--- config.mk ---
export PLATFORM = sky130hd
export DESIGN_NAME = pixel_to_ansi_cell_unit
export DESIGN_NICKNAME = d
export VERILOG_FILES = /design/src/hw/rtl/p2a_pkg.sv /design/src/hw/rtl/pixel_to_ansi_cell_unit.sv /design/src/hw/rtl/p2a_front.sv
export SDC_FILE = /design/constraint.sdc
export NUM_CORES = 2
export LEC_CHECK = 0
export BUFFER_PORTS_ARGS = -buffer_cell sky130_fd_sc_hd__buf_4
export CAP_MARGIN = 20
export CORE_MARGIN = 5
export CORE_UTILIZATION = 44
export DETAILED_ROUTE_END_ITERATION = 6
export PLACE_DENSITY = 0.57
export SLEW_MARGIN = 20
export SYNTH_ARGS = -nofsm -noshare
export SYNTH_HDL_FRONTEND = slang
export SYNTH_SLANG_ARGS = --single-unit
--- constraint.sdc ---
create_clock -name clk -period 12.5 [get_ports clk]
set_clock_uncertainty 0.05 [all_clocks]
set_input_delay 1.875 -clock clk [delete_from_list [all_inputs] [get_ports clk]]
set_output_delay 1.875 -clock clk [all_outputs]
set_load 0.02 [all_outputs]
--- src/hw/rtl/p2a_pkg.sv ---
// ----------------------------------------------------------------------------
// p2a_pkg
// Shared types, palette tables and glyph ramp for the pixel-to-cell unit.
// ----------------------------------------------------------------------------
package p2a_pkg;

  localparam int NUM_PAL = 16;
  localparam int NUM_CH  = 3;
  localparam int NUM_LVL = 4;
  localparam int DIST_W  = 18;

  // Per-stage load enables of the distance front end
  typedef struct packed {
    logic s1;
    logic s2;
    logic s3;
  } stage_en_t;

  // Candidate in the nearest-colour search
  typedef struct packed {
    logic [DIST_W-1:0] dsq;
    logic [3:0]        idx;
  } cand_t;

  // The palette uses only four distinct channel values
  localparam logic [7:0] LVL_VAL [NUM_LVL] = '{8'h00, 8'h80, 8'hc0, 8'hff};

  // Channel value selector for each palette entry: red, green, blue
  localparam logic [1:0] PAL_SEL [NUM_PAL][NUM_CH] = '{
    '{2'd0, 2'd0, 2'd0}, '{2'd1, 2'd0, 2'd0}, '{2'd0, 2'd1, 2'd0}, '{2'd1, 2'd1, 2'd0},
    '{2'd0, 2'd0, 2'd1}, '{2'd1, 2'd0, 2'd1}, '{2'd0, 2'd1, 2'd1}, '{2'd2, 2'd2, 2'd2},
    '{2'd1, 2'd1, 2'd1}, '{2'd3, 2'd0, 2'd0}, '{2'd0, 2'd3, 2'd0}, '{2'd3, 2'd3, 2'd0},
    '{2'd0, 2'd0, 2'd3}, '{2'd3, 2'd0, 2'd3}, '{2'd0, 2'd3, 2'd3}, '{2'd3, 2'd3, 2'd3}
  };

  // Keep the lower-index candidate a unless b is strictly nearer
  function automatic cand_t pick_near(input cand_t a, input cand_t b);
    return (b.dsq < a.dsq) ? b : a;
  endfunction

  // Brightness glyph ramp, darkest first
  function automatic logic [6:0] glyph_of(input logic [4:0] level);
    logic [6:0] g;
    case (level)
      5'd0:    g = 7'h20;  // space
      5'd1:    g = 7'h2e;  // .
      5'd2:    g = 7'h2c;  // ,
      5'd3:    g = 7'h3a;  // :
      5'd4:    g = 7'h7e;  // ~
      5'd5:    g = 7'h3d;  // =
      5'd6:    g = 7'h2b;  // +
      5'd7:    g = 7'h3f;  // ?
      5'd8:    g = 7'h49;  // I
      5'd9:    g = 7'h37;  // 7
      5'd10:   g = 7'h5a;  // Z
      5'd11:   g = 7'h4f;  // O
      5'd12:   g = 7'h38;  // 8
      5'd13:   g = 7'h4e;  // N
      5'd14:   g = 7'h4d;  // M
      5'd15:   g = 7'h23;  // #
      default: g = 7'h40;  // @ for the top level
    endcase
    return g;
  endfunction

endpackage

--- src/hw/rtl/pixel_to_ansi_cell_unit.sv ---
// ----------------------------------------------------------------------------
// pixel_to_ansi_cell_unit
// Maps an RRGGBBAA pixel to a terminal cell: nearest 16-colour ANSI palette
// entry (bright bit and colour digit) and a brightness glyph.
// ----------------------------------------------------------------------------
// The unit takes one pixel per clock while the output is not stalled, and
// returns one cell per pixel, in order. The five register stages
// are: channel differences, squares, palette distances, a 16-to-4 minimum
// search, and a 4-to-1 minimum search that loads the output register. Each
// stage moves on whenever the stage after it is empty or moving, so bubbles
// are squeezed out and a stalled output holds the pipeline without loss.
// Alpha is ignored; on equal distances the lowest palette index wins.
module pixel_to_ansi_cell_unit (
  input  logic        clk,
  input  logic        rst_n,
  input  logic        in_tvalid,
  output logic        in_tready,
  input  logic [31:0] in_tdata,   // [31:0] pixel_word
  output logic        out_tvalid,
  input  logic        out_tready,
  output logic [15:0] out_tdata   // [0] bright_flag, [3:1] base_colour,
                                  // [8:4] level_index, [15:9] glyph_code
);

  localparam int GRP = p2a_pkg::NUM_PAL / 4;

  p2a_pkg::stage_en_t          fe_en;
  logic                        v1_r, v2_r, v3_r, v4_r;
  logic                        v1_nxt, v2_nxt, v3_nxt, v4_nxt, out_valid_nxt;
  logic                        en1, en2, en3, en4, en5;
  logic [p2a_pkg::DIST_W-1:0]  pal_dist [p2a_pkg::NUM_PAL];
  logic [4:0]                  level3;

  p2a_pkg::cand_t              grp_best [GRP];
  p2a_pkg::cand_t              grp_r    [GRP];
  logic [4:0]                  level4_r;
  logic [6:0]                  glyph4_r;
  p2a_pkg::cand_t              fin_best;

  // Back-propagate stage enables from the output
  always_comb begin
    en5 = !out_tvalid || out_tready;
    en4 = !v4_r || en5;
    en3 = !v3_r || en4;
    en2 = !v2_r || en3;
    en1 = !v1_r || en2;
  end

  assign in_tready = en1;
  assign fe_en     = '{s1: en1, s2: en2, s3: en3};

  // Advance valid bits alongside the data
  always_comb begin
    v1_nxt        = en1 ? in_tvalid : v1_r;
    v2_nxt        = en2 ? v1_r      : v2_r;
    v3_nxt        = en3 ? v2_r      : v3_r;
    v4_nxt        = en4 ? v3_r      : v4_r;
    out_valid_nxt = en5 ? v4_r      : out_tvalid;
  end

  always_ff @(posedge clk) begin
    if (!rst_n) begin
      v1_r       <= 1'b0;
      v2_r       <= 1'b0;
      v3_r       <= 1'b0;
      v4_r       <= 1'b0;
      out_tvalid <= 1'b0;
    end else begin
      v1_r       <= v1_nxt;
      v2_r       <= v2_nxt;
      v3_r       <= v3_nxt;
      v4_r       <= v4_nxt;
      out_tvalid <= out_valid_nxt;
    end
  end

  // Stages 1 to 3: distances and brightness level
  p2a_front u_front (
    .clk      (clk),
    .en       (fe_en),
    .pix_word (in_tdata),
    .dist_r   (pal_dist),
    .level_r  (level3)
  );

  // Stage 4: nearest entry within each group of four
  always_comb begin
    for (int g = 0; g < GRP; g++) begin
      grp_best[g] = p2a_pkg::pick_near(
        p2a_pkg::pick_near(p2a_pkg::cand_t'{dsq: pal_dist[4*g],   idx: 4'(4*g)},
                           p2a_pkg::cand_t'{dsq: pal_dist[4*g+1], idx: 4'(4*g+1)}),
        p2a_pkg::pick_near(p2a_pkg::cand_t'{dsq: pal_dist[4*g+2], idx: 4'(4*g+2)},
                           p2a_pkg::cand_t'{dsq: pal_dist[4*g+3], idx: 4'(4*g+3)}));
    end
  end

  always_ff @(posedge clk) begin
    if (en4) begin
      for (int g = 0; g < GRP; g++) begin
        grp_r[g] <= grp_best[g];
      end
      level4_r <= level3;
      glyph4_r <= p2a_pkg::glyph_of(level3);
    end
  end

  // Stage 5: nearest entry overall, load the output register
  assign fin_best = p2a_pkg::pick_near(p2a_pkg::pick_near(grp_r[0], grp_r[1]),
                                       p2a_pkg::pick_near(grp_r[2], grp_r[3]));

  always_ff @(posedge clk) begin
    if (en5) begin
      out_tdata <= {glyph4_r, level4_r, fin_best.idx[2:0], fin_best.idx[3]};
    end
  end

  // A stall at the input only comes from a held result at the output
  a_stall_source: assert property (@(posedge clk) disable iff (!rst_n)
    !in_tready |-> (out_tvalid && !out_tready))
    else $error("input stalled without a held result");

  // Glyph and level of a result come from the same item
  a_glyph_match: assert property (@(posedge clk) disable iff (!rst_n)
    out_tvalid |-> (out_tdata[15:9] == p2a_pkg::glyph_of(out_tdata[8:4])))
    else $error("glyph does not match level");

  // Level never exceeds the top of the ramp
  a_level_range: assert property (@(posedge clk) disable iff (!rst_n)
    out_tvalid |-> (out_tdata[8:4] <= 5'd16))
    else $error("level out of range");

  // Nothing leaves the pipeline right after reset
  a_reset_empty: assert property (@(posedge clk)
    $past(!rst_n) |-> !out_tvalid)
    else $error("result valid after reset");

endmodule

--- src/hw/rtl/p2a_front.sv ---
// ----------------------------------------------------------------------------
// p2a_front
// Three-stage front end: channel differences, squares, then the sixteen
// palette distances alongside the brightness level.
// ----------------------------------------------------------------------------
module p2a_front (
  input  logic                        clk,
  input  p2a_pkg::stage_en_t          en,
  input  logic [31:0]                 pix_word,
  output logic [p2a_pkg::DIST_W-1:0]  dist_r [p2a_pkg::NUM_PAL],
  output logic [4:0]                  level_r
);

  logic [7:0]  diff_r [p2a_pkg::NUM_CH][p2a_pkg::NUM_LVL];
  logic [9:0]  sum_r;
  logic [15:0] sq_r   [p2a_pkg::NUM_CH][p2a_pkg::NUM_LVL];
  logic [7:0]  avg_r;

  logic [7:0]  chan      [p2a_pkg::NUM_CH];
  logic [19:0] avg_prod;
  logic [11:0] lvl_x;
  logic [12:0] lvl_t;

  // Split the pixel into red, green and blue
  always_comb begin
    chan[0] = pix_word[31:24];
    chan[1] = pix_word[23:16];
    chan[2] = pix_word[15:8];
  end

  // Stage 1: absolute difference to each palette channel value, channel sum
  always_ff @(posedge clk) begin
    if (en.s1) begin
      for (int c = 0; c < p2a_pkg::NUM_CH; c++) begin
        for (int k = 0; k < p2a_pkg::NUM_LVL; k++) begin
          diff_r[c][k] <= (chan[c] > p2a_pkg::LVL_VAL[k]) ?
                          (chan[c] - p2a_pkg::LVL_VAL[k]) :
                          (p2a_pkg::LVL_VAL[k] - chan[c]);
        end
      end
      sum_r <= {2'b00, chan[0]} + {2'b00, chan[1]} + {2'b00, chan[2]};
    end
  end

  // Divide the sum by three: multiply by 683 / 2048, exact for sums up to 765
  assign avg_prod = {10'd0, sum_r} * 20'd683;

  // Stage 2: square the differences, form the average
  always_ff @(posedge clk) begin
    if (en.s2) begin
      for (int c = 0; c < p2a_pkg::NUM_CH; c++) begin
        for (int k = 0; k < p2a_pkg::NUM_LVL; k++) begin
          sq_r[c][k] <= {8'd0, diff_r[c][k]} * {8'd0, diff_r[c][k]};
        end
      end
      avg_r <= avg_prod[18:11];
    end
  end

  // floor(16 * avg / 255) as (x + (x >> 8) + 1) >> 8 with x = 16 * avg
  assign lvl_x = {avg_r, 4'd0};
  assign lvl_t = {1'b0, lvl_x} + {9'd0, lvl_x[11:8]} + 13'd1;

  // Stage 3: sum squared differences per palette entry, register level
  always_ff @(posedge clk) begin
    if (en.s3) begin
      for (int i = 0; i < p2a_pkg::NUM_PAL; i++) begin
        dist_r[i] <= {2'b00, sq_r[0][p2a_pkg::PAL_SEL[i][0]]}
                   + {2'b00, sq_r[1][p2a_pkg::PAL_SEL[i][1]]}
                   + {2'b00, sq_r[2][p2a_pkg::PAL_SEL[i][2]]};
      end
      level_r <= lvl_t[12:8];
    end
  end

endmodule

==> metrics.md <==
| Metric | Value |
|---|---|
| Status | `completed` |
| FILL cells | `approximately 14,000` |
| Core footprint | `0.148 mm2` |
| Post-CTS Resized | `0` |
| Endpoints failing setup | `0` |
| Class of the most critical setup path | `reg2reg` |
| Largest cells by area after synthesis | `edfxtp_1 (31%), ha_1 (20%), fa_1 (10%)` |
| PortBufs | `45` |
| Max Root-Sink Buffers | `3` |
| Post-Synth Adder-Cell Area | `30.1%` |
| Largest net degree at the start of global routing | `164` |
| Warnings, synthesis | `0` |
| Die Y-Extent | `about 400 um` |
| Root Buffer | `clkbuf_16` |
| Tot GR Track Use | `21.5%` |
| Clk_lat worst skew | `0.69 ns` |
| Ys async rst share | `0%` |
| R2R Path Start | `u_front.sum_r[5]` |
| Hold worst-path end | `out_tdata[9]` |
| DP HPWL | `140,000 um` |
| Area Overhead vs Synth | `8.33%` |
| CP Launch Type | `flop` |
| Area of the multi-input gates | `0.0419 mm2` |
| Cell count after synthesis | `about 6,400` |
| Synth Area in XOR/XNOR | `7.40%` |
| Critical Path Fanout Max | `4` |
| Critical Path RT | `around 13 ns` |
| IO Pins | `54` |
| RSZ-0062 raised after global routing | `no` |
| WHS | `around 0.37 ns` |
| Syn Std Cell Area | `~0.066 mm2` |
| Top cell type's share of synthesized area | `~30%` |
| CTS clk-pin slew, worst paths | `0.06 ns` |
| Register area share after synthesis | `30.7%` |
| Layout net count | `7,922` |
| Setup slack, reg-to-reg | `6.96 ns` |
| Worst min-delay path startpoint | `glyph4_r[0]` |
| Final-report hold violation count | `0` |
| Largest family of logic cells by synthesized area | `adder cells` |
| CTS H-tree lvls | `3` |
| Final worst-path cycle share | `~44%` |
| Number of synthesized flops with an enable pin | `666` |
| Via count | `between 40,000 and 50,000` |
| Quantity of hold-fixing buffers added after cts | `0` |
| Total gr overflow | `0` |
| Final min period | `5.54 ns` |
| Critical Path End Type | `flop` |
| TritonRoute pass-1 iters | `6` |
| Synth cell types | `88` |
| Compound-Gate Fraction of Synth Area | `between 10% and 20%` |
| Arr. time, crit path | `5.90 ns` |
| Post-CTS Setup Repair Bufs | `0` |
| Fraction of layout cells with a size suffix above 1 | `4.52%` |
| FMAX | `0.181 GHz` |
| FF/Latch Area | `0.0201 mm2` |
| TNS Setup | `0 ns` |
| Detailed Route Iter0 Violations | `2,812` |
| Remaining DRCs | `0` |
| Placement Setup Slack | `between 6 and 7 ns` |
| Synth Register Bits | `671` |
| Max cap viols | `0` |
| Die Wd | `396 um` |
| Max-slew headroom | `26.1%` |
| CTS buffer count | `82` |
| Cell taking the most area after synthesis | `edfxtp_1` |
| Slew Viols, Final | `0` |
| Initial antenna violation count | `0` |
| Post-DRT Antenna Nets | `0` |
| Final core occ | `48.0%` |
| Hold Path Class | `reg2reg` |
| DR WL/cell | `a little under 20 um` |
| CTS sink cnt | `approximately 670` |
| Final WS setup | `6.96 ns` |
| Vias per cell | `roughly 5.4` |
| Initial Util | `between 40% and 50%` |
| Dominant synthesized flop cell | `edfxtp_1` |
| Number of global-route vias before repair | `45,253` |
| FF-to-FF End | `u_front.avg_r[7]` |
| Clock tree from TritonCTS | `yes` |
| Cell depth of the worst flop-to-flop path | `16` |
| GPL Wtd Cong | `0.913` |
| Mean post-synth cell area | `around 10 um2` |
| Simple-gate share of the synthesized area | `11.3%` |
| Worst Hold Depth | `0` |
| First-pass GRT wire length | `~260,000 um` |
| Mux cell area share after synthesis | `3.78%` |
| Least-Margin Pin Slew | `1.11 ns` |
| Rows | `141` |
| WL final | `roughly 170,000 um` |
| Antenna diode count | `0` |
| Full die area | `0.157 mm2` |
[cell usage in the layout, fill, tap and decap left out, types with 30 or more instances in the layout]
cell | Yosys | layout
ha_1 | 1044 | 1044
inv_1 | 863 | 862
edfxtp_1 | 666 | 666
xnor2_1 | 433 | 433
nor2_1 | 421 | 417
fa_1 | 335 | 335
a21oi_1 | 327 | 326
nand2_1 | 321 | 319
mux2i_1 | 236 | 236
and2_1 | 228 | 228
o21ai_0 | 200 | 198
a21o_1 | 129 | 129
nor3_1 | 128 | 127
xor2_1 | 121 | 121
o21a_1 | 110 | 110
nor2b_1 | 96 | 96
nand3_1 | 86 | 85
clkbuf_16 | 0 | 85
buf_4 | 2 | 81
a31oi_1 | 66 | 64
nand2b_1 | 55 | 55
and3_1 | 47 | 47
or3_1 | 47 | 47
nand4_1 | 37 | 37
o21bai_1 | 34 | 34
a211oi_1 | 31 | 30
[logic make-up (layout without fill, tap and decap cells)]
logic type	Yosys count	count (layout)
multiplexers	246	246
AO/OA/AOI/OAI	1109	1109
XOR/XNOR	554	554
flip-flops	671	671
adder cells (fa/ha/maj)	1379	1379
other	1	2
buffers and inverters	958	1096
AND/OR/NAND/NOR	1515	1515
[state kept, by name (all words and copies together), names as in the netlist]
register         cells
v2_r                 1
out_tdata           16
u_front.level_r      5
u_front.avg_r        8
glyph4_r             7
grp_r               79
u_front.sq_r       174
u_front.dist_r     272
u_front.diff_r      90
out_tvalid           1
v4_r                 1
u_front.sum_r       10
v1_r                 1
v3_r                 1
level4_r             5
[synth_stat cells (6+ instances only)]
cell and number:
a2111oi_0 12, a211o_1 9, a211oi_1 31, a21boi_0 8, a21o_1 129, a21oi_1 327
a221oi_1 7, a31oi_1 66, a41o_1 11, a41oi_1 7, and2_1 228, and3_1 47
buf_2 16, clkbuf_1 70, edfxtp_1 666, fa_1 335, ha_1 1044, inv_1 863
mux2_2 9, mux2i_1 236, nand2_1 321, nand2b_1 55, nand3_1 86, nand4_1 37
nor2_1 421, nor2b_1 96, nor3_1 128, o2111ai_1 7, o211a_1 6, o211ai_1 18
o21a_1 110, o21ai_0 200, o21ai_1 10, o21ba_2 8, o21bai_1 34, o22a_1 7
o311a_1 13, o31ai_1 12, o41a_1 6, o41ai_1 16, or2_2 29, or3_1 47
xnor2_1 433, xor2_1 121
[critical path: stages (launching register included)]
cell and delay, ns:
edfxtp_1 0.49, ha_1 0.35, ha_1 0.31, fa_1 0.55
inv_1 0.05, fa_1 0.50, inv_1 0.05, fa_1 0.46
ha_1 0.34, a21oi_1 0.20, nand3_1 0.10, o211ai_1 0.22
o21ai_0 0.21, o41ai_1 0.63, nor2_1 0.10, a2111oi_0 0.54
xnor2_1 0.11
[area by class of cell]
type / count / share of cell area [%]
Clock inverter: 50 / 0.675
Sequential cell: 671 / 28.3
Multi-Input combinational cell: 4805 / 59.0
Tap cell: 1930 / 3.40
Timing Repair Buffer: 83 / 0.912
Inverter: 864 / 4.58
Clock buffer: 99 / 3.11
[layer usage]
layer / vias to the layer above / track usage, % / routed length [um]
li1: 22609 / - / -
met1: 21730 / 28.9 / 75900
met2: 916 / 35.5 / 77400
met3: 287 / 2.45 / 6990
met4: 0 / 8.55 / 8020
met5: - / 0 / 0
[through the flow]
stage	instances	area [um2]
finish	8502	71000
global route	8502	71000
CTS	8502	71000
detailed placement	8353	68300
global placement	8353	68300
floorplan	6434	65600
[how the worst max path moves through the flow]
stage	startpoint	to	slack, ns
detailed placement	u_front.sum_r[5]	u_front.avg_r[7]	6.93
global route	u_front.sum_r[5]	u_front.avg_r[7]	6.45
CTS	u_front.sum_r[5]	u_front.avg_r[7]	6.89
global placement	u_front.sum_r[5]	u_front.avg_r[7]	6.89
floorplan	out_tready	u_front.dist_r[0]	4.30
finish	u_front.sum_r[5]	u_front.avg_r[7]	6.96
Power is left out: the tool's default activity adds up to more than one toggle a clock period on the data nets, which glitch-free logic cannot reach.
